`src/hw/rtl/fro_pkg.sv`:
```
// Shared types, constants and helpers for the frame raster engine.
// No dependencies; every other file of the block but fro_ram uses this package.
package fro_pkg;

	// Frame store geometry. Pixels sit at row * MAX_WIDTH + column.
	localparam int MAX_WIDTH  = 64;
	localparam int MAX_HEIGHT = 64;
	localparam int XW    = $clog2(MAX_WIDTH);
	localparam int YW    = $clog2(MAX_HEIGHT);
	localparam int CW    = (XW > YW) ? XW : YW;
	localparam int AW    = XW + YW;
	localparam int DEPTH = MAX_HEIGHT << XW;

	localparam int RGBW = 24;
	localparam int IMGW = 7;
	localparam int CIW  = 3;

	// Request codes.
	localparam logic [2:0] REQ_WRITE  = 3'd0;
	localparam logic [2:0] REQ_READ   = 3'd1;
	localparam logic [2:0] REQ_CIRCLE = 3'd2;
	localparam logic [2:0] REQ_MIRROR = 3'd3;
	localparam logic [2:0] REQ_COPY   = 3'd4;

	// Status codes.
	localparam logic [1:0] STAT_OK    = 2'd0;
	localparam logic [1:0] STAT_OOB   = 2'd1;
	localparam logic [1:0] STAT_EMPTY = 2'd2;

	// Configuration register indexes.
	localparam logic [CIW-1:0] CFG_LINE_COLOR     = 3'd0;
	localparam logic [CIW-1:0] CFG_DISK_COLOR     = 3'd1;
	localparam logic [CIW-1:0] CFG_FILL_ENABLE    = 3'd2;
	localparam logic [CIW-1:0] CFG_RING_THICKNESS = 3'd3;
	localparam logic [CIW-1:0] CFG_FLIP_DIR       = 3'd4;
	localparam logic [CIW-1:0] CFG_IMAGE_WIDTH    = 3'd5;
	localparam logic [CIW-1:0] CFG_IMAGE_HEIGHT   = 3'd6;

	typedef struct packed {
		logic [2:0]        req_type;
		logic signed [7:0] x_a;
		logic signed [7:0] y_a;
		logic signed [7:0] x_b;
		logic signed [7:0] y_b;
		logic signed [7:0] dest_x;
		logic signed [7:0] dest_y;
		logic [7:0]        radius;
		logic [RGBW-1:0]   write_rgb;
	} in_t;

	typedef struct packed {
		logic [RGBW-1:0] read_rgb;
		logic [1:0]      status;
	} out_t;

	typedef struct packed {
		logic [RGBW-1:0] line_color;
		logic [RGBW-1:0] disk_color;
		logic            fill_enable;
		logic [7:0]      ring_thickness;
		logic            flip_dir;
		logic [IMGW-1:0] eff_w;
		logic [IMGW-1:0] eff_h;
	} cfg_t;

	typedef struct packed {
		logic            we;
		logic [AW-1:0]   waddr;
		logic [RGBW-1:0] wdata;
		logic [AW-1:0]   raddr;
	} ram_req_t;

	typedef enum logic [3:0] {
		S_IDLE, S_DEC, S_RD, S_CPREP, S_CMUL, S_CWR,
		S_MRA, S_MRB, S_MWA, S_MWB, S_KRD, S_KWR, S_PRD, S_PWR, S_FIN
	} fsm_state_t;

	// Word address of a pixel.
	function automatic logic [AW-1:0] pix_addr(input logic [CW-1:0] x, input logic [CW-1:0] y);
		pix_addr = {y[YW-1:0], x[XW-1:0]};
	endfunction

endpackage

```
`src/hw/rtl/fro_cfg.sv`:
```
// Configuration register file of the frame raster engine.
// Depends on fro_pkg for the register indexes and the cfg_t bundle.
module fro_cfg (
	input  logic                   clk,
	input  logic                   arst_n,
	input  logic                   cfg_valid,
	output logic                   cfg_ready,
	input  logic [fro_pkg::CIW-1:0]  cfg_index,
	input  logic [fro_pkg::RGBW-1:0] cfg_data,
	output fro_pkg::cfg_t          cfg
);
	import fro_pkg::*;

	logic [RGBW-1:0] line_color_q;
	logic [RGBW-1:0] disk_color_q;
	logic            fill_enable_q;
	logic [7:0]      ring_thickness_q;
	logic            flip_dir_q;
	logic [IMGW-1:0] image_width_q;
	logic [IMGW-1:0] image_height_q;

	assign cfg_ready = 1'b1;

	// Register writes; unknown indexes are dropped.
	always_ff @(posedge clk or negedge arst_n) begin
		if (!arst_n) begin
			line_color_q     <= '0;
			disk_color_q     <= '1;
			fill_enable_q    <= 1'b0;
			ring_thickness_q <= 8'd1;
			flip_dir_q       <= 1'b0;
			image_width_q    <= IMGW'(64);
			image_height_q   <= IMGW'(64);
		end else if (cfg_valid && cfg_ready) begin
			case (cfg_index)
				CFG_LINE_COLOR:     line_color_q     <= cfg_data;
				CFG_DISK_COLOR:     disk_color_q     <= cfg_data;
				CFG_FILL_ENABLE:    fill_enable_q    <= cfg_data[0];
				CFG_RING_THICKNESS: ring_thickness_q <= cfg_data[7:0];
				CFG_FLIP_DIR:       flip_dir_q       <= cfg_data[0];
				CFG_IMAGE_WIDTH:    image_width_q    <= cfg_data[IMGW-1:0];
				CFG_IMAGE_HEIGHT:   image_height_q   <= cfg_data[IMGW-1:0];
				default: ;
			endcase
		end
	end

	// Image size clamped to the frame store.
	always_comb begin
		cfg.line_color     = line_color_q;
		cfg.disk_color     = disk_color_q;
		cfg.fill_enable    = fill_enable_q;
		cfg.ring_thickness = ring_thickness_q;
		cfg.flip_dir       = flip_dir_q;
		cfg.eff_w = (9'(image_width_q) > 9'(MAX_WIDTH)) ? IMGW'(MAX_WIDTH) : image_width_q;
		cfg.eff_h = (9'(image_height_q) > 9'(MAX_HEIGHT)) ? IMGW'(MAX_HEIGHT) : image_height_q;
	end

endmodule

```
`config.mk`:
```
export PLATFORM = sky130hd
export DESIGN_NAME = fro_cfg
export DESIGN_NICKNAME = d
export VERILOG_FILES = /design/src/hw/rtl/fro_pkg.sv /design/src/hw/rtl/fro_cfg.sv
export SDC_FILE = /design/constraint.sdc
export NUM_CORES = 1
export LEC_CHECK = 0
export BUFFER_PORTS_ARGS = -buffer_cell sky130_fd_sc_hd__buf_2
export CELL_PAD_IN_SITES_DETAIL_PLACEMENT = 1
export CELL_PAD_IN_SITES_GLOBAL_PLACEMENT = 2
export CORE_ASPECT_RATIO = 1.25
export CORE_MARGIN = 3
export CORE_UTILIZATION = 33
export DETAILED_ROUTE_END_ITERATION = 6
export PLACE_DENSITY = 0.83
export SETUP_SLACK_MARGIN = 0.1
export SLEW_MARGIN = 10
export SYNTH_ARGS = -nofsm -noshare
export SYNTH_HDL_FRONTEND = slang
export SYNTH_SLANG_ARGS = --single-unit
export TNS_END_PERCENT = 10
```
`constraint.sdc`:
```
create_clock -name clk -period 0.95 [get_ports clk]
set_input_delay 0.1425 -clock clk [delete_from_list [all_inputs] [get_ports clk]]
set_output_delay 0.1425 -clock clk [all_outputs]
set_load 0.02 [all_outputs]
```
After elaboration in Yosys (flattened, before gate mapping) --
Cells that the tools add are included.
Storage, ports and cells: bits in registers 72, input bits 30, output and inout port bits 73, logic and storage cells 25
Operators by class: order comparisons 2, eq/ne operators 6, mux-type cells 2, reduce and logical (&&, ||, !) cells 8
Operator list (number):
- greater-than comparator 7 bit, second input constant | 2
- 2-to-1 mux 7 bit | 2
- AND reduction 2 bit | 7
- equality test 3 bit, second input constant | 3
- equality test 3 x 2 -> 1 bit, second input constant | 2
- equality test 3 x 1 -> 1 bit, second input constant | 1
- zero test 3 bit | 1

Logic depth before layout (Yosys ltp) --
word-level depth 2, depth in mapped cells 5

Least setup slack after synthesis --
OpenSTA, ideal clock, no wires.
kind input-to-reg, from input port cfg_index[1] in the netlist's numbering, to register line_color_q[10], arrival 1.233 ns, setup slack -0.410 ns, stages 4, cell sequence buf_2 > nor4b_4 > buf_4 > mux2_1
On the way: longest elaborated chain between the ends 2
Ends and longest elaborated chain:
- from (decl) | line fro_cfg.sv:8 | input logic [fro_pkg::CIW-1:0] cfg_index,
- zero test 3 bit | line fro_cfg.sv:35 | case (cfg_index)
- AND reduction 2 bit (no source line)
- to (signal assigned) | line fro_cfg.sv:36 | CFG_LINE_COLOR: line_color_q <= cfg_data;
- to (decl) | line fro_cfg.sv:14 | logic [RGBW-1:0] line_color_q;
No other way between the ends. A chain may end at the register's enable or synchronous reset.

==> impl_metrics.csv <==
group,metric,value,unit
clocking,clk_path_buf_depth,2,
layout,syn2layout_area_growth,46.6,%
setup_path,reg2reg_depth,1,
timing,finClkSkew,0,ns
power,pwr-share-seq,0.430,
drt,wl_per_cell,17.3,µm
layout,antenna_cells,0,
place,placed_cells,392,
timing,post-route-period-util,1.42,
timing,grt_setup_unrepaired,"true",
grt,grtUsageTotal,0.151,
die,ios,103,
min_path,hold_depth,2,
clocking,clock-sinks,72,
yosys,yosysWarnings,0,
layout,nNetsFinal,317,
yosys,synth_top_area_frac,0.390,
clocking,cts_buffers,9,
die,die_h,111,µm
drt,vias_per_cell,4.57,
job,drv_cap,0,
timing,slew_viol_final,0,
grt,grt_max_degree,73,
min_path,hold_class,"in -> reg",
yosys,synthDistinctLibCells,12,
grt,grt_pass1_wl,11300,µm
power,combPwrFrac,0.316,
clocking,clk_pin_slew,0.08,ns
timing,hold_viol,0,
setup_path,arrival,1.21,ns
place,place.gp.congestion,0.676,
status,violations,"negative setup slack",
die,die_area,9920,µm²
setup_path,critPathMaxFanout,8,
clocking,cts_tree,"built",
setup_path,crit_path_end_kind,"output port",
grt,antenna_found_initial,0,
place,hpwl,4830,µm
setup_path,start_kind,"register",
clocking,htree_levels,3,
yosys,synth_cells,178,
power,p_leak,0.00195,µW
min_path,min_from,"cfg_data[22]",
die,chipWidth,89.7,µm
status,status,"finished with violations",
setup_path,cp_slowest_cell,"dfstp_2",
die,core_area,8380,µm²
yosys,ys_ff_latch,72,
power,ir_drop,1.12,mV
timing,fmax,0.740,GHz
drt,via_count,1870,
drt,first_iter_violations,55,
power,internal_power,7110,µW
drt,detail-route-antenna-nets,0,
timing,setup_viol_count_final,73,
setup_path,slowest_delay,0.64,ns
layout,final_cells,409,
drt,drt_wl_total,7070,µm
setup_path,critPathRequiredTime,0.81,ns
layout,layout_commonest_cell,"buf_2",
yosys,netlist_top_cells_area,"dfrtp_1 39%, dfstp_2 25%, mux2_2 20%",
setup_path,reg2reg_slack,0.08,ns
power,swShare,0.308,
die,start_util,0.345,
setup_path,reg2reg_from,"image_height_q[6]$_DFFE_PN1P_",
clocking,root_buffer,"clkbuf_8",
power,p_switching,3170,µW
layout,layout_common_cells,"55 x buf_2, 45 x mux2_2, 45 x dfrtp_1, 45 x buf_6, 27 x dfstp_2",
die,row_count,37,
yosys,seq_area_frac_synth,0.635,
yosys,netlist_area,2890,µm²
setup_path,path_cells,"nor2b_1, buf_2",
layout,utilization,0.505,
grt,gr-total-overflow,0,
layout,drive_gt1_frac,0.764,
clocking,insertion_delay,0.33,ns
place,portBuffers,101,
yosys,synth_nets,208,
timing,period_needed,1.35,ns
power,power-per-cell-area,2430,nW/µm²
yosys,yosysTopAreaCell,"dfrtp_1",
yosys,avgSynthCellArea,16.2,µm²
min_path,timing.hold.worst_endpoint,"line_color_q[22]$_DFFE_PN0P_",
timing,fin_ws,-0.401,ns
power,p_clk_frac,0.255,
grt,first_global_vias,2144,
setup_path,reg2reg_to,"image_height_q[6]$_DFFE_PN1P_",
drt,drc_errors,0,
setup_path,path_class,"reg -> out",
drt,first_pass_iters,4,
per-layer routing:
| metal | part of all wire | track usage |
|---|---|---|
| met1 | 0.38 | 0.172 |
| met2 | 0.54 | 0.260 |
| met3 | 0.057 | 0.0373 |
| met4 | 0.017 | 0.0626 |
| met5 | 0 | 0 |
worst max-delay path, delay by kind of cell, from the launching register on:
kind	cells	cell delay, ns
buf+inv	1	0.16
flops	1	0.64
simple gates	1	0.07
state kept, by name, indices dropped and copies added (netlist names):
| register | cells |
|---|---|
| flip_dir_q | 1 |
| image_height_q | 7 |
| line_color_q | 24 |
| image_width_q | 7 |
| ring_thickness_q | 8 |
| fill_enable_q | 1 |
| disk_color_q | 24 |
power by group through the flow:
stage	Combinational, µW	Sequential [µW]	Clock (µW)
final	3240	4420	2620
after global routing	3450	4510	2860
after CTS	3140	4390	2720
after detailed placement	2750	4350	0
after global placement	2680	4310	0
after floorplan	1060	4980	0
final cells by class:
| cell class | count | area, µm² |
|---|---|---|
| timing repair buffer | 112 | 965 |
| fill | 824 | 4140 |
| multi-input combinational | 92 | 1070 |
| tap | 117 | 146 |
| clock inverter | 7 | 95.1 |
| sequential | 72 | 1840 |
| clock buffer | 9 | 124 |
worst max-delay path by stage:
stage | depth (start not counted) | from | to | slack (ns)
final | 2 | image_height_q[6]$_DFFE_PN1P_ | cfg[4] | -0.40
after global routing | 2 | image_height_q[6]$_DFFE_PN1P_ | cfg[3] | -0.46
after CTS | 2 | image_height_q[6]$_DFFE_PN1P_ | cfg[4] | -0.43
after detailed placement | 4 | cfg_index[0] | line_color_q[23]$_DFFE_PN0P_ | -0.39
after global placement | 4 | cfg_index[0] | line_color_q[1]$_DFFE_PN0P_ | -0.38
after floorplan | 4 | cfg_index[0] | line_color_q[10]$_DFFE_PN0P_ | -0.38
cells in the mapped netlist:
cell type	count
buf_4	7
mux2_1	21
nor4b_4	1
nor2b_1	12
buf_2	4
dfrtp_1	45
mux2_2	51
dfstp_2	27
nand4b_1	3
nor4bb_1	3
clkbuf_1	3
conb_1	1
through the flow:
step / hold slack [ns] / setup TNS [ns] / setup WS (ns) / power (µW) / area (µm²)
floorplan: -0.153 / -18.38 / -0.377 / 6040 / 2960
global placement: 0.198 / -22.56 / -0.375 / 6990 / 3670
detailed placement: 0.199 / -23.70 / -0.395 / 7100 / 3670
CTS: 0.00590 / -14.04 / -0.433 / 10300 / 4140
global route: 0.00925 / -15.64 / -0.458 / 10800 / 4240
finish: 0.0251 / -12.23 / -0.401 / 10300 / 4240
cells by family after synthesis:
logic type,Yosys count,share of synthesized area
and+or+nand+nor,19,0.0537
other,1,0.00130
buffers and inverters,14,0.0290
muxes,72,0.281
DFF,72,0.635
repair_timing:
item | CTS | global route
hold endpoints to repair | 45 | 0
buffers inserted | 0 | 0
hold buffers | 1 | 0
pin swaps | 0 | 1
gates resized for setup | 75 | 29
endpoints found under the setup margin | 136 | 142
No activity file was read; power rests on OpenSTA's default activity.
