==> src/hw/rtl/fro_pkg.sv <==
// Shared types, constants and helpers for the frame raster engine.
// No dependencies; every other file of the block but fro_ram uses this package.
package fro_pkg;

	// Frame store geometry. Pixels sit at row * MAX_WIDTH + column.
	localparam int MAX_WIDTH  = 64;
	localparam int MAX_HEIGHT = 64;
	localparam int XW    = $clog2(MAX_WIDTH);
	localparam int YW    = $clog2(MAX_HEIGHT);
	localparam int CW    = (XW > YW) ? XW : YW;
	localparam int AW    = XW + YW;
	localparam int DEPTH = MAX_HEIGHT << XW;

	localparam int RGBW = 24;
	localparam int IMGW = 7;
	localparam int CIW  = 3;

	// Request codes.
	localparam logic [2:0] REQ_WRITE  = 3'd0;
	localparam logic [2:0] REQ_READ   = 3'd1;
	localparam logic [2:0] REQ_CIRCLE = 3'd2;
	localparam logic [2:0] REQ_MIRROR = 3'd3;
	localparam logic [2:0] REQ_COPY   = 3'd4;

	// Status codes.
	localparam logic [1:0] STAT_OK    = 2'd0;
	localparam logic [1:0] STAT_OOB   = 2'd1;
	localparam logic [1:0] STAT_EMPTY = 2'd2;

	// Configuration register indexes.
	localparam logic [CIW-1:0] CFG_LINE_COLOR     = 3'd0;
	localparam logic [CIW-1:0] CFG_DISK_COLOR     = 3'd1;
	localparam logic [CIW-1:0] CFG_FILL_ENABLE    = 3'd2;
	localparam logic [CIW-1:0] CFG_RING_THICKNESS = 3'd3;
	localparam logic [CIW-1:0] CFG_FLIP_DIR       = 3'd4;
	localparam logic [CIW-1:0] CFG_IMAGE_WIDTH    = 3'd5;
	localparam logic [CIW-1:0] CFG_IMAGE_HEIGHT   = 3'd6;

	typedef struct packed {
		logic [2:0]        req_type;
		logic signed [7:0] x_a;
		logic signed [7:0] y_a;
		logic signed [7:0] x_b;
		logic signed [7:0] y_b;
		logic signed [7:0] dest_x;
		logic signed [7:0] dest_y;
		logic [7:0]        radius;
		logic [RGBW-1:0]   write_rgb;
	} in_t;

	typedef struct packed {
		logic [RGBW-1:0] read_rgb;
		logic [1:0]      status;
	} out_t;

	typedef struct packed {
		logic [RGBW-1:0] line_color;
		logic [RGBW-1:0] disk_color;
		logic            fill_enable;
		logic [7:0]      ring_thickness;
		logic            flip_dir;
		logic [IMGW-1:0] eff_w;
		logic [IMGW-1:0] eff_h;
	} cfg_t;

	typedef struct packed {
		logic            we;
		logic [AW-1:0]   waddr;
		logic [RGBW-1:0] wdata;
		logic [AW-1:0]   raddr;
	} ram_req_t;

	typedef enum logic [3:0] {
		S_IDLE, S_DEC, S_RD, S_CPREP, S_CMUL, S_CWR,
		S_MRA, S_MRB, S_MWA, S_MWB, S_KRD, S_KWR, S_PRD, S_PWR, S_FIN
	} fsm_state_t;

	// Word address of a pixel.
	function automatic logic [AW-1:0] pix_addr(input logic [CW-1:0] x, input logic [CW-1:0] y);
		pix_addr = {y[YW-1:0], x[XW-1:0]};
	endfunction

endpackage

==> src/hw/rtl/fro_ctrl.sv <==
// Request sequencer: decodes each transaction, walks the frame store and snapshot
// RAMs for circle, mirror and copy, and holds the result register. Uses fro_pkg.
module fro_ctrl (
	input  logic                   clk,
	input  logic                   arst_n,
	input  logic                   in_valid,
	output logic                   in_stall,
	input  fro_pkg::in_t           in_data,
	output logic                   out_valid,
	input  logic                   out_stall,
	output fro_pkg::out_t          out_data,
	input  fro_pkg::cfg_t          cfg,
	output fro_pkg::ram_req_t      frame_req,
	input  logic [fro_pkg::RGBW-1:0] frame_rdata,
	output fro_pkg::ram_req_t      snap_req,
	input  logic [fro_pkg::RGBW-1:0] snap_rdata
);
	import fro_pkg::*;

	fsm_state_t state_q, state_d;
	in_t  in_q;
	out_t res_q, out_q;
	logic out_valid_q;
	logic load;

	logic [CW-1:0]   ax_q, ay_q, bx_q, by_q, mid_q;
	logic [CW-1:0]   cwm1_q, chm1_q, dxc_q, dyc_q;
	logic [RGBW-1:0] tmp_q;
	logic [15:0]     r2_q, dx2_q, dy2_q;
	logic [17:0]     lo2_q;
	logic [19:0]     hi2_q;
	logic            lopos_q;

	function automatic logic in_rng(input logic signed [7:0] v, input logic [IMGW-1:0] lim);
		in_rng = !v[7] && ($unsigned(v) < {1'b0, lim});
	endfunction

	function automatic logic signed [11:0] sx12(input logic signed [7:0] v);
		sx12 = 12'(v);
	endfunction

	// Decode of the held transaction.
	logic xa_ok, ya_ok, xb_ok, yb_ok, pix_in, mir_ok, cpy_bad, cpy_empty;
	logic signed [11:0] cw0, ch0, xe, ye, cw1, ch1, cw2, ch2, w12, h12;
	logic [CW-1:0] l_c, u_c, r_c, d_c;
	logic [CW:0]   midx, midy;

	always_comb begin
		xa_ok  = in_rng(in_q.x_a, cfg.eff_w);
		ya_ok  = in_rng(in_q.y_a, cfg.eff_h);
		xb_ok  = in_rng(in_q.x_b, cfg.eff_w);
		yb_ok  = in_rng(in_q.y_b, cfg.eff_h);
		pix_in = xa_ok && ya_ok;
		mir_ok = xa_ok && ya_ok && xb_ok && yb_ok &&
			($unsigned(in_q.x_a) <= $unsigned(in_q.x_b)) &&
			($unsigned(in_q.y_a) <= $unsigned(in_q.y_b));
		cpy_bad = in_q.x_a[7] || in_q.y_a[7] ||
			(!in_q.x_b[7] && ($unsigned(in_q.x_b) >= {1'b0, cfg.eff_w})) ||
			(!in_q.y_b[7] && ($unsigned(in_q.y_b) >= {1'b0, cfg.eff_h}));
		w12 = $signed(12'(cfg.eff_w));
		h12 = $signed(12'(cfg.eff_h));
		cw0 = sx12(in_q.x_b) - sx12(in_q.x_a) + 12'sd1;
		ch0 = sx12(in_q.y_b) - sx12(in_q.y_a) + 12'sd1;
		xe  = sx12(in_q.dest_x) + cw0;
		ye  = sx12(in_q.dest_y) + ch0;
		cw1 = in_q.dest_x[7] ? cw0 + sx12(in_q.dest_x) : cw0;
		ch1 = in_q.dest_y[7] ? ch0 + sx12(in_q.dest_y) : ch0;
		cw2 = (xe > w12) ? cw1 - (xe - w12) : cw1;
		ch2 = (ye > h12) ? ch1 - (ye - h12) : ch1;
		cpy_empty = (cw2 <= 12'sd0) || (ch2 <= 12'sd0);
		l_c  = in_q.x_a[CW-1:0];
		u_c  = in_q.y_a[CW-1:0];
		r_c  = in_q.x_b[CW-1:0];
		d_c  = in_q.y_b[CW-1:0];
		midx = (CW+1)'(l_c) + (CW+1)'(r_c);
		midy = (CW+1)'(u_c) + (CW+1)'(d_c);
	end

	// Circle constants, computed once per command.
	logic signed [9:0] c_lo;
	logic [9:0]  c_hi;
	logic [15:0] r2_d;
	logic [17:0] lo2_d;
	logic [19:0] hi2_d;

	always_comb begin
		c_lo  = $signed({1'b0, in_q.radius, 1'b0}) - $signed({2'b00, cfg.ring_thickness});
		c_hi  = {1'b0, in_q.radius, 1'b0} + {2'b00, cfg.ring_thickness};
		r2_d  = 16'(in_q.radius) * 16'(in_q.radius);
		lo2_d = 18'(c_lo[8:0]) * 18'(c_lo[8:0]);
		hi2_d = 20'(c_hi) * 20'(c_hi);
	end

	// Per-pixel circle distance terms.
	logic signed [9:0]  cdx, cdy;
	logic signed [19:0] cdx2, cdy2;
	logic [16:0] d2;
	logic [18:0] d4;
	logic        fill_hit, ring_hit;

	always_comb begin
		cdx  = $signed(10'(ax_q)) - $signed(10'(in_q.x_a));
		cdy  = $signed(10'(ay_q)) - $signed(10'(in_q.y_a));
		cdx2 = cdx * cdx;
		cdy2 = cdy * cdy;
		d2   = 17'(dx2_q) + 17'(dy2_q);
		d4   = {d2, 2'b00};
		fill_hit = cfg.fill_enable && (d2 <= 17'(r2_q));
		ring_hit = (!lopos_q || (20'(d4) >= 20'(lo2_q))) && (20'(d4) <= hi2_q);
	end

	// Cursor end conditions.
	logic ix_last, iy_last, cx_last, cy_last, m_in_last, m_out_last;
	logic [AW-1:0] a_addr, b_addr, src_addr, dst_addr;

	always_comb begin
		ix_last = (ax_q == cwm1_q);
		iy_last = (ay_q == chm1_q);
		cx_last = (IMGW'(ax_q) == cfg.eff_w - IMGW'(1));
		cy_last = (IMGW'(ay_q) == cfg.eff_h - IMGW'(1));
		m_in_last  = cfg.flip_dir ? (ay_q == mid_q) : (ax_q == mid_q);
		m_out_last = cfg.flip_dir ? (ax_q == r_c) : (ay_q == d_c);
		a_addr   = pix_addr(ax_q, ay_q);
		b_addr   = pix_addr(bx_q, by_q);
		src_addr = pix_addr(l_c + ax_q, u_c + ay_q);
		dst_addr = pix_addr(dxc_q + ax_q, dyc_q + ay_q);
	end

	assign load = (state_q == S_FIN) && (!out_valid_q || !out_stall);

	// Next state.
	always_comb begin
		state_d = state_q;
		case (state_q)
			S_IDLE: if (in_valid) state_d = S_DEC;
			S_DEC: begin
				case (in_q.req_type)
					REQ_READ:   state_d = pix_in ? S_RD : S_FIN;
					REQ_CIRCLE: state_d = (in_q.radius == 8'd0 || cfg.ring_thickness == 8'd0 ||
						cfg.eff_w == '0 || cfg.eff_h == '0) ? S_FIN : S_CPREP;
					REQ_MIRROR: state_d = mir_ok ? S_MRA : S_FIN;
					REQ_COPY:   state_d = (cpy_bad || cpy_empty) ? S_FIN : S_KRD;
					default:    state_d = S_FIN;
				endcase
			end
			S_RD:    state_d = S_FIN;
			S_CPREP: state_d = S_CMUL;
			S_CMUL:  state_d = S_CWR;
			S_CWR:   state_d = (cx_last && cy_last) ? S_FIN : S_CMUL;
			S_MRA:   state_d = S_MRB;
			S_MRB:   state_d = S_MWA;
			S_MWA:   state_d = S_MWB;
			S_MWB:   state_d = (m_in_last && m_out_last) ? S_FIN : S_MRA;
			S_KRD:   state_d = S_KWR;
			S_KWR:   state_d = (ix_last && iy_last) ? S_PRD : S_KRD;
			S_PRD:   state_d = S_PWR;
			S_PWR:   state_d = (ix_last && iy_last) ? S_FIN : S_PRD;
			S_FIN:   if (load) state_d = S_IDLE;
			default: state_d = S_IDLE;
		endcase
	end

	// Memory requests and handshake outputs.
	always_comb begin
		frame_req = '0;
		snap_req  = '0;
		in_stall  = (state_q != S_IDLE);
		case (state_q)
			S_DEC: begin
				frame_req.raddr = pix_addr(l_c, u_c);
				frame_req.waddr = pix_addr(l_c, u_c);
				frame_req.wdata = in_q.write_rgb;
				frame_req.we    = (in_q.req_type == REQ_WRITE) && pix_in;
			end
			S_CWR: begin
				frame_req.we    = fill_hit || ring_hit;
				frame_req.waddr = a_addr;
				frame_req.wdata = ring_hit ? cfg.line_color : cfg.disk_color;
			end
			S_MRA: frame_req.raddr = a_addr;
			S_MRB: frame_req.raddr = b_addr;
			S_MWA: begin
				frame_req.we    = 1'b1;
				frame_req.waddr = a_addr;
				frame_req.wdata = frame_rdata;
			end
			S_MWB: begin
				frame_req.we    = 1'b1;
				frame_req.waddr = b_addr;
				frame_req.wdata = tmp_q;
			end
			S_KRD: frame_req.raddr = src_addr;
			S_KWR: begin
				snap_req.we    = 1'b1;
				snap_req.waddr = src_addr;
				snap_req.wdata = frame_rdata;
			end
			S_PRD: snap_req.raddr = src_addr;
			S_PWR: begin
				frame_req.we    = 1'b1;
				frame_req.waddr = dst_addr;
				frame_req.wdata = snap_rdata;
			end
			default: ;
		endcase
	end

	// Control registers.
	always_ff @(posedge clk or negedge arst_n) begin
		if (!arst_n) begin
			state_q     <= S_IDLE;
			out_valid_q <= 1'b0;
		end else begin
			state_q     <= state_d;
			out_valid_q <= load ? 1'b1 : (out_stall ? out_valid_q : 1'b0);
		end
	end

	// Datapath registers.
	always_ff @(posedge clk) begin
		if (state_q == S_IDLE && in_valid) begin
			in_q <= in_data;
		end
		if (load) begin
			out_q <= res_q;
		end
		case (state_q)
			S_DEC: begin
				res_q.read_rgb <= '0;
				case (in_q.req_type)
					REQ_WRITE, REQ_READ: res_q.status <= pix_in ? STAT_OK : STAT_OOB;
					REQ_MIRROR:          res_q.status <= mir_ok ? STAT_OK : STAT_OOB;
					REQ_COPY: res_q.status <= cpy_bad ? STAT_OOB :
						(cpy_empty ? STAT_EMPTY : STAT_OK);
					default:             res_q.status <= STAT_OK;
				endcase
				cwm1_q <= CW'(cw2 - 12'sd1);
				chm1_q <= CW'(ch2 - 12'sd1);
				dxc_q  <= in_q.dest_x[7] ? '0 : in_q.dest_x[CW-1:0];
				dyc_q  <= in_q.dest_y[7] ? '0 : in_q.dest_y[CW-1:0];
				if (in_q.req_type == REQ_MIRROR) begin
					ax_q <= l_c;
					ay_q <= u_c;
					if (cfg.flip_dir) begin
						bx_q  <= l_c;
						by_q  <= d_c;
						mid_q <= midy[CW:1];
					end else begin
						bx_q  <= r_c;
						by_q  <= u_c;
						mid_q <= midx[CW:1];
					end
				end else begin
					ax_q <= '0;
					ay_q <= '0;
				end
			end
			S_RD: res_q.read_rgb <= frame_rdata;
			S_CPREP: begin
				r2_q    <= r2_d;
				lo2_q   <= lo2_d;
				hi2_q   <= hi2_d;
				lopos_q <= !c_lo[9] && (c_lo != 10'sd0);
			end
			S_CMUL: begin
				dx2_q <= cdx2[15:0];
				dy2_q <= cdy2[15:0];
			end
			S_CWR: begin
				if (cx_last) begin
					ax_q <= '0;
					ay_q <= ay_q + CW'(1);
				end else begin
					ax_q <= ax_q + CW'(1);
				end
			end
			S_MRB: tmp_q <= frame_rdata;
			S_MWB: begin
				if (cfg.flip_dir) begin
					if (m_in_last) begin
						ay_q <= u_c;
						by_q <= d_c;
						ax_q <= ax_q + CW'(1);
						bx_q <= bx_q + CW'(1);
					end else begin
						ay_q <= ay_q + CW'(1);
						by_q <= by_q - CW'(1);
					end
				end else begin
					if (m_in_last) begin
						ax_q <= l_c;
						bx_q <= r_c;
						ay_q <= ay_q + CW'(1);
						by_q <= by_q + CW'(1);
					end else begin
						ax_q <= ax_q + CW'(1);
						bx_q <= bx_q - CW'(1);
					end
				end
			end
			S_KWR, S_PWR: begin
				if (ix_last) begin
					ax_q <= '0;
					ay_q <= iy_last ? '0 : ay_q + CW'(1);
				end else begin
					ax_q <= ax_q + CW'(1);
				end
			end
			default: ;
		endcase
	end

	assign out_valid = out_valid_q;
	assign out_data  = out_q;

endmodule

==> config.mk <==
export PLATFORM = sky130hd
export DESIGN_NAME = fro_ctrl
export DESIGN_NICKNAME = d
export VERILOG_FILES = /design/src/hw/rtl/fro_pkg.sv /design/src/hw/rtl/fro_ctrl.sv
export SDC_FILE = /design/constraint.sdc
export NUM_CORES = 2
export LEC_CHECK = 0
export BUFFER_PORTS_ARGS = -buffer_cell sky130_fd_sc_hd__buf_2
export CAP_MARGIN = 10
export CORE_MARGIN = 2
export CORE_UTILIZATION = 44
export DETAILED_ROUTE_END_ITERATION = 12
export PLACE_DENSITY_LB_ADDON = 0.12
export SLEW_MARGIN = 20
export SYNTH_ARGS = -nofsm -noshare
export SYNTH_HDL_FRONTEND = slang
export SYNTH_SLANG_ARGS = --single-unit
==> constraint.sdc <==
create_clock -name clk -period 21.8 [get_ports clk]
set_clock_uncertainty 0.15 [all_clocks]
set_input_delay 2.18 -clock clk [delete_from_list [all_inputs] [get_ports clk]]
set_output_delay 2.18 -clock clk [all_outputs]
set_load 0.02 [all_outputs]
# Word-level counts from Yosys, hierarchy flattened
# Cells that the tools add are included.
# classes
n_eq_ne	34
n_mul	5
order_cmp	15
n_mux	59
n_addsub	31
reduce_logical	58
# op_table
op	count
$pmux W37 S5	1
$mux W6	24
$mux W12	5
$pmux W4 S15	1
$pmux W12 S4	1
$pmux W24 S2	1
$pmux W6 S4	2
$mux W37	1
$eq A6 B6 Y1	6
$lt A8 B7 Y1	4
$mul A9 B9 Y16	2
$eq A4 B4 Y1 const B	7
$mux W4	7
$add A6 B1 Y6 const B	4
$add A6 B6 Y6	4
$le A12 B1 Y1 const B	2
$mux W24	1
$pmux W6 S2	2
$sub A11 B8 Y12	2
$sub A12 B12 Y12	2
$add A10 B8 Y11	2
$gt A11 B8 Y1	2
$add A9 B2 Y10 const B	2
$le A19 B20 Y1	1
45 further kinds	116
# word_totals
register_bits	305
output_inout_bits	126
word_cells	233
inputBits	207

# Longest topological paths before layout
# depth
depth_word	12
depth_mapped	32
mapped_depth_nobuf	31

# Least setup slack after synthesis
# OpenSTA, ideal clock, no wires.
# synth_path
path_kind	input to register
start	input port cfg[17] (netlist name)
end	register hi2_q[16] (data pin)
t_required_ps	21392
setup_slack_ps	13266
n_path_buf	0
arrival_ps	8126
setup_ps	258
cell_stages	27
cell_sequence	inv_1 ha_1 inv_1 a21oi_1 nor2_1 nor2_1 o21bai_1 a21oi_1 o21bai_1 a21oi_1 xor2_1 nor2_1 fa_1 inv_1 fa_1 inv_1 fa_1 fa_1 fa_1 ha_1 or2_2 a21oi_1 a21oi_1 a211oi_1 o21bai_1 a21oi_1 xnor2_1
# synth_via
elab_chain_cells	2
# synth_lines
item	line_no	source
start: declaration	fro_ctrl.sv:12	input fro_pkg::cfg_t cfg,
$add A9 B8 Y10	fro_ctrl.sv:88	c_hi = {1'b0, in_q.radius, 1'b0} + {2'b00, cfg.ring_thickness};
$mul A10 B10 Y20	fro_ctrl.sv:91	hi2_d = 20'(c_hi) * 20'(c_hi);
via hi2_d[16]	fro_ctrl.sv:84	logic [19:0] hi2_d;
end signal: assignment	fro_ctrl.sv:262	hi2_q <= hi2_d;
end: declaration	fro_ctrl.sv:31	logic [19:0] hi2_q;
# The timed path passes the listed nets, and every way through them passes these cells.
# A chain may end at the register's enable or synchronous reset.

==> metrics.txt <==
setup TNS 0 ns; RSZ-0062 raised after global routing no; Die X-Extent 276.3 µm; port bufs 332; vias per std cell 5.350; # fillers 6860; syn avg cell area 9.658 µm²; Syn Nets 4266; Synth Cell Area 32620 µm²; drt drc 0; Reg clk slew, reported paths 0.06 ns; global-route wire length before repair 141400 µm; share of layout cells above drive strength 1 12.56%; Crit Path Category reg2out; Hold Crit Class reg2reg; Placer Congestion 0.9096; Final ANT Viol Nets 0; Seq/Total Area, Yosys 27.44%; status finished clean; area grow syn2layout 12.66%; crit start category flop; Worst EP required 19.47 ns; largest net degree at the start of global routing 61; CP Max Fanout 24; Max Transition Viols Final 0; YS warnings 0; highest cell delay on the worst timing path 0.58 ns; Place WS 12.51 ns; area of the die 76340 µm²; Hold-fix buffers, CTS 0; CTS buffer count 38; arrival time worst endpoint 6.43 ns; Clock Latency Late Sink 0.58 ns; Fmax 114.1 MHz; worst setup margin 13.04 ns; Setup Buffers After CTS 0; GRT Resource Usage Total 23.76%; #FFs+latches synth 299; Worst slew margin 31.82%; # setup viols final 0; Post-synth EDFFs 294; I/O pin count 333; DRT Wirelength 91210 µm; asr flop ratio synth 1.672%; CTS H-tree lvls 2; Initial Util 44.56%; cell count after synthesis 3378; critical path endpoint category output port; Period minus WS final 8.765 ns; Clock Path Buffers 3; GRT overflow 0; slowest CP cell a2111oi_0; vias in the first global route 24830; dpl hpwl 73200 µm; nets@finish 4578; actual slew at the worst max-slew pin 1.010 ns; total iterations of the first detailed-routing run 6; chip height 276.3 µm; clock root cell clkbuf_16; crit path cell chain ha_1 > a21oi_1 > o21bai_1 > a2111oi_0 > o21ai_1 > o21ai_0 > o21bai_1 > a211oi_1 > nor2_1 > ha_1 > nand2_1 > or3_1 > nor4_1 > inv_1 > o32a_1 > nor2_4 > buf_4 > mux2i_1 > o21ai_0 > buf_2; Final Hold Viols 0; TritonCTS clock tree yes; FP Rows 99; core footprint 73210 µm²; DRT iter0 DRCs 1854; Synth Flop Type edfxtp_1; library cells used by synthesis 74; maxcap violations 0; DR vias 25040; post_cts resized 0; clock sinks 299; initial antenna violation count 5; period utilization 40.21%; mean routed wirelength per cell 19.49 µm
-- metrics by stage --
| stage | hold WS (ns) | cells | utilization, % | instance area [µm²] |
|---|---|---|---|---|
| finish | 0.2619 | 4680 | 50.21 | 36750 |
| global placement | 0.2505 | 4609 | 48.40 | 35430 |
| CTS | 0.2567 | 4677 | 50.19 | 36740 |
| global route | 0.2582 | 4680 | 50.21 | 36750 |
| detailed placement | 0.2545 | 4609 | 48.41 | 35440 |
| floorplan | 0.2503 | 3378 | - | 32620 |
-- registers in the layout, indices dropped and copies added (netlist names), 17 cells and up --
name / cells
hi2_q: 18
out_data: 26
in_q: 77
res_q: 26
lo2_q: 17
tmp_q: 24
-- kinds of logic after synthesis --
logic type      share of synthesized area (%)
fa+ha+maj                               31.69
xor+xnor                                7.383
simple gates                            12.18
flops                                   27.44
mux                                     2.002
buf+inv                                 6.673
compound gates                          12.63
-- layout by cell type, fill, tap and decap left out, types with 8 or more instances in the layout --
cell type,count
inv_1,476
ha_1,439
buf_2,332
nor2_1,322
edfxtp_1,294
fa_1,242
xnor2_1,198
nand2_1,182
o21ai_0,159
a21oi_1,159
xor2_1,77
and2_1,73
nand3_1,54
mux2i_1,54
a21o_1,50
a22o_1,48
nor2b_1,45
nor3_1,42
clkbuf_16,38
o21bai_1,37
buf_4,33
nand2b_1,27
nand4_1,23
o211ai_1,22
a211oi_1,19
o21a_1,17
o22ai_1,16
a31oi_1,15
nor4_1,14
and3_1,13
clkinv_1,13
a22oi_1,12
or2_2,10
mux2_2,10
a222oi_1,10
or3_1,8
-- area by class of cell --
class                      instances  area, µm²  area share, %
timing repair buffer             365       1909          5.195
clock inverter                    27      344.1         0.9362
antenna                            3      7.507        0.02043
clock buffer                      41      962.2          2.618
sequential                       299       8954          24.36
multi-input combinational       2503      21560          58.67
tap                              959       1200          3.265
inverter                         483       1813          4.933
-- synthesized netlist by cell type, types with 16 or more instances --
cell | n | share of area [%]
inv_1 | 476 | 5.5
ha_1 | 439 | 17
nor2_1 | 327 | 3.8
edfxtp_1 | 294 | 27
fa_1 | 242 | 15
xnor2_1 | 198 | 5.3
nand2_1 | 182 | 2.1
a21oi_1 | 159 | 2.4
o21ai_0 | 159 | 2.4
clkbuf_1 | 86 | 0.99
xor2_1 | 77 | 2.1
and2_1 | 73 | 1.4
mux2i_1 | 54 | 1.7
nand3_1 | 54 | 0.83
a21o_1 | 50 | 1.2
a22o_1 | 48 | 1.3
nor3_1 | 46 | 0.71
nor2b_1 | 45 | 0.86
o21bai_1 | 37 | 0.85
nand2b_1 | 27 | 0.52
nand4_1 | 23 | 0.44
o211ai_1 | 22 | 0.51
a211oi_1 | 19 | 0.44
o21a_1 | 17 | 0.39
o22ai_1 | 16 | 0.31
-- path summary, 6_finish.rpt --
kind,slack (ns),depth (start not counted),from,to
max reg2reg,13.56,31,ay_q[0],dy2_q[15]
max in group asynchronous,20.05,1,arst_n,out_valid
min in group asynchronous,1.29,1,arst_n,state_q[2]
min reg2reg,0.26,0,res_q[23],out_data[23]
min,0.26,0,res_q[23],out_data[23]
max,13.04,20,dy2_q[3],frame_req[17]
-- critical path, delay by kind of cell (launching register included) --
family	cells	cell delay (ns)
multiplexers	1	0.14
flip-flops	1	0.39
buffers and inverters	3	0.77
AND/OR/NAND/NOR	5	0.99
AO/OA/AOI/OAI	9	2.90
adder cells (fa/ha/maj)	2	0.64
-- per-layer routing --
| metal | up-vias | track usage (%) | part of all wire [%] |
|---|---|---|---|
| met5 | - | 0 | 0 |
| met4 | 0 | 6.880 | 2.6 |
| met3 | 123 | 3.507 | 6.3 |
| met2 | 664 | 38.58 | 46 |
| met1 | 12060 | 32.99 | 45 |
| li1 | 12190 | - | - |
Power is left out: the tool's default activity adds up to more than one toggle a clock period on the data nets, which glitch-free logic cannot reach.
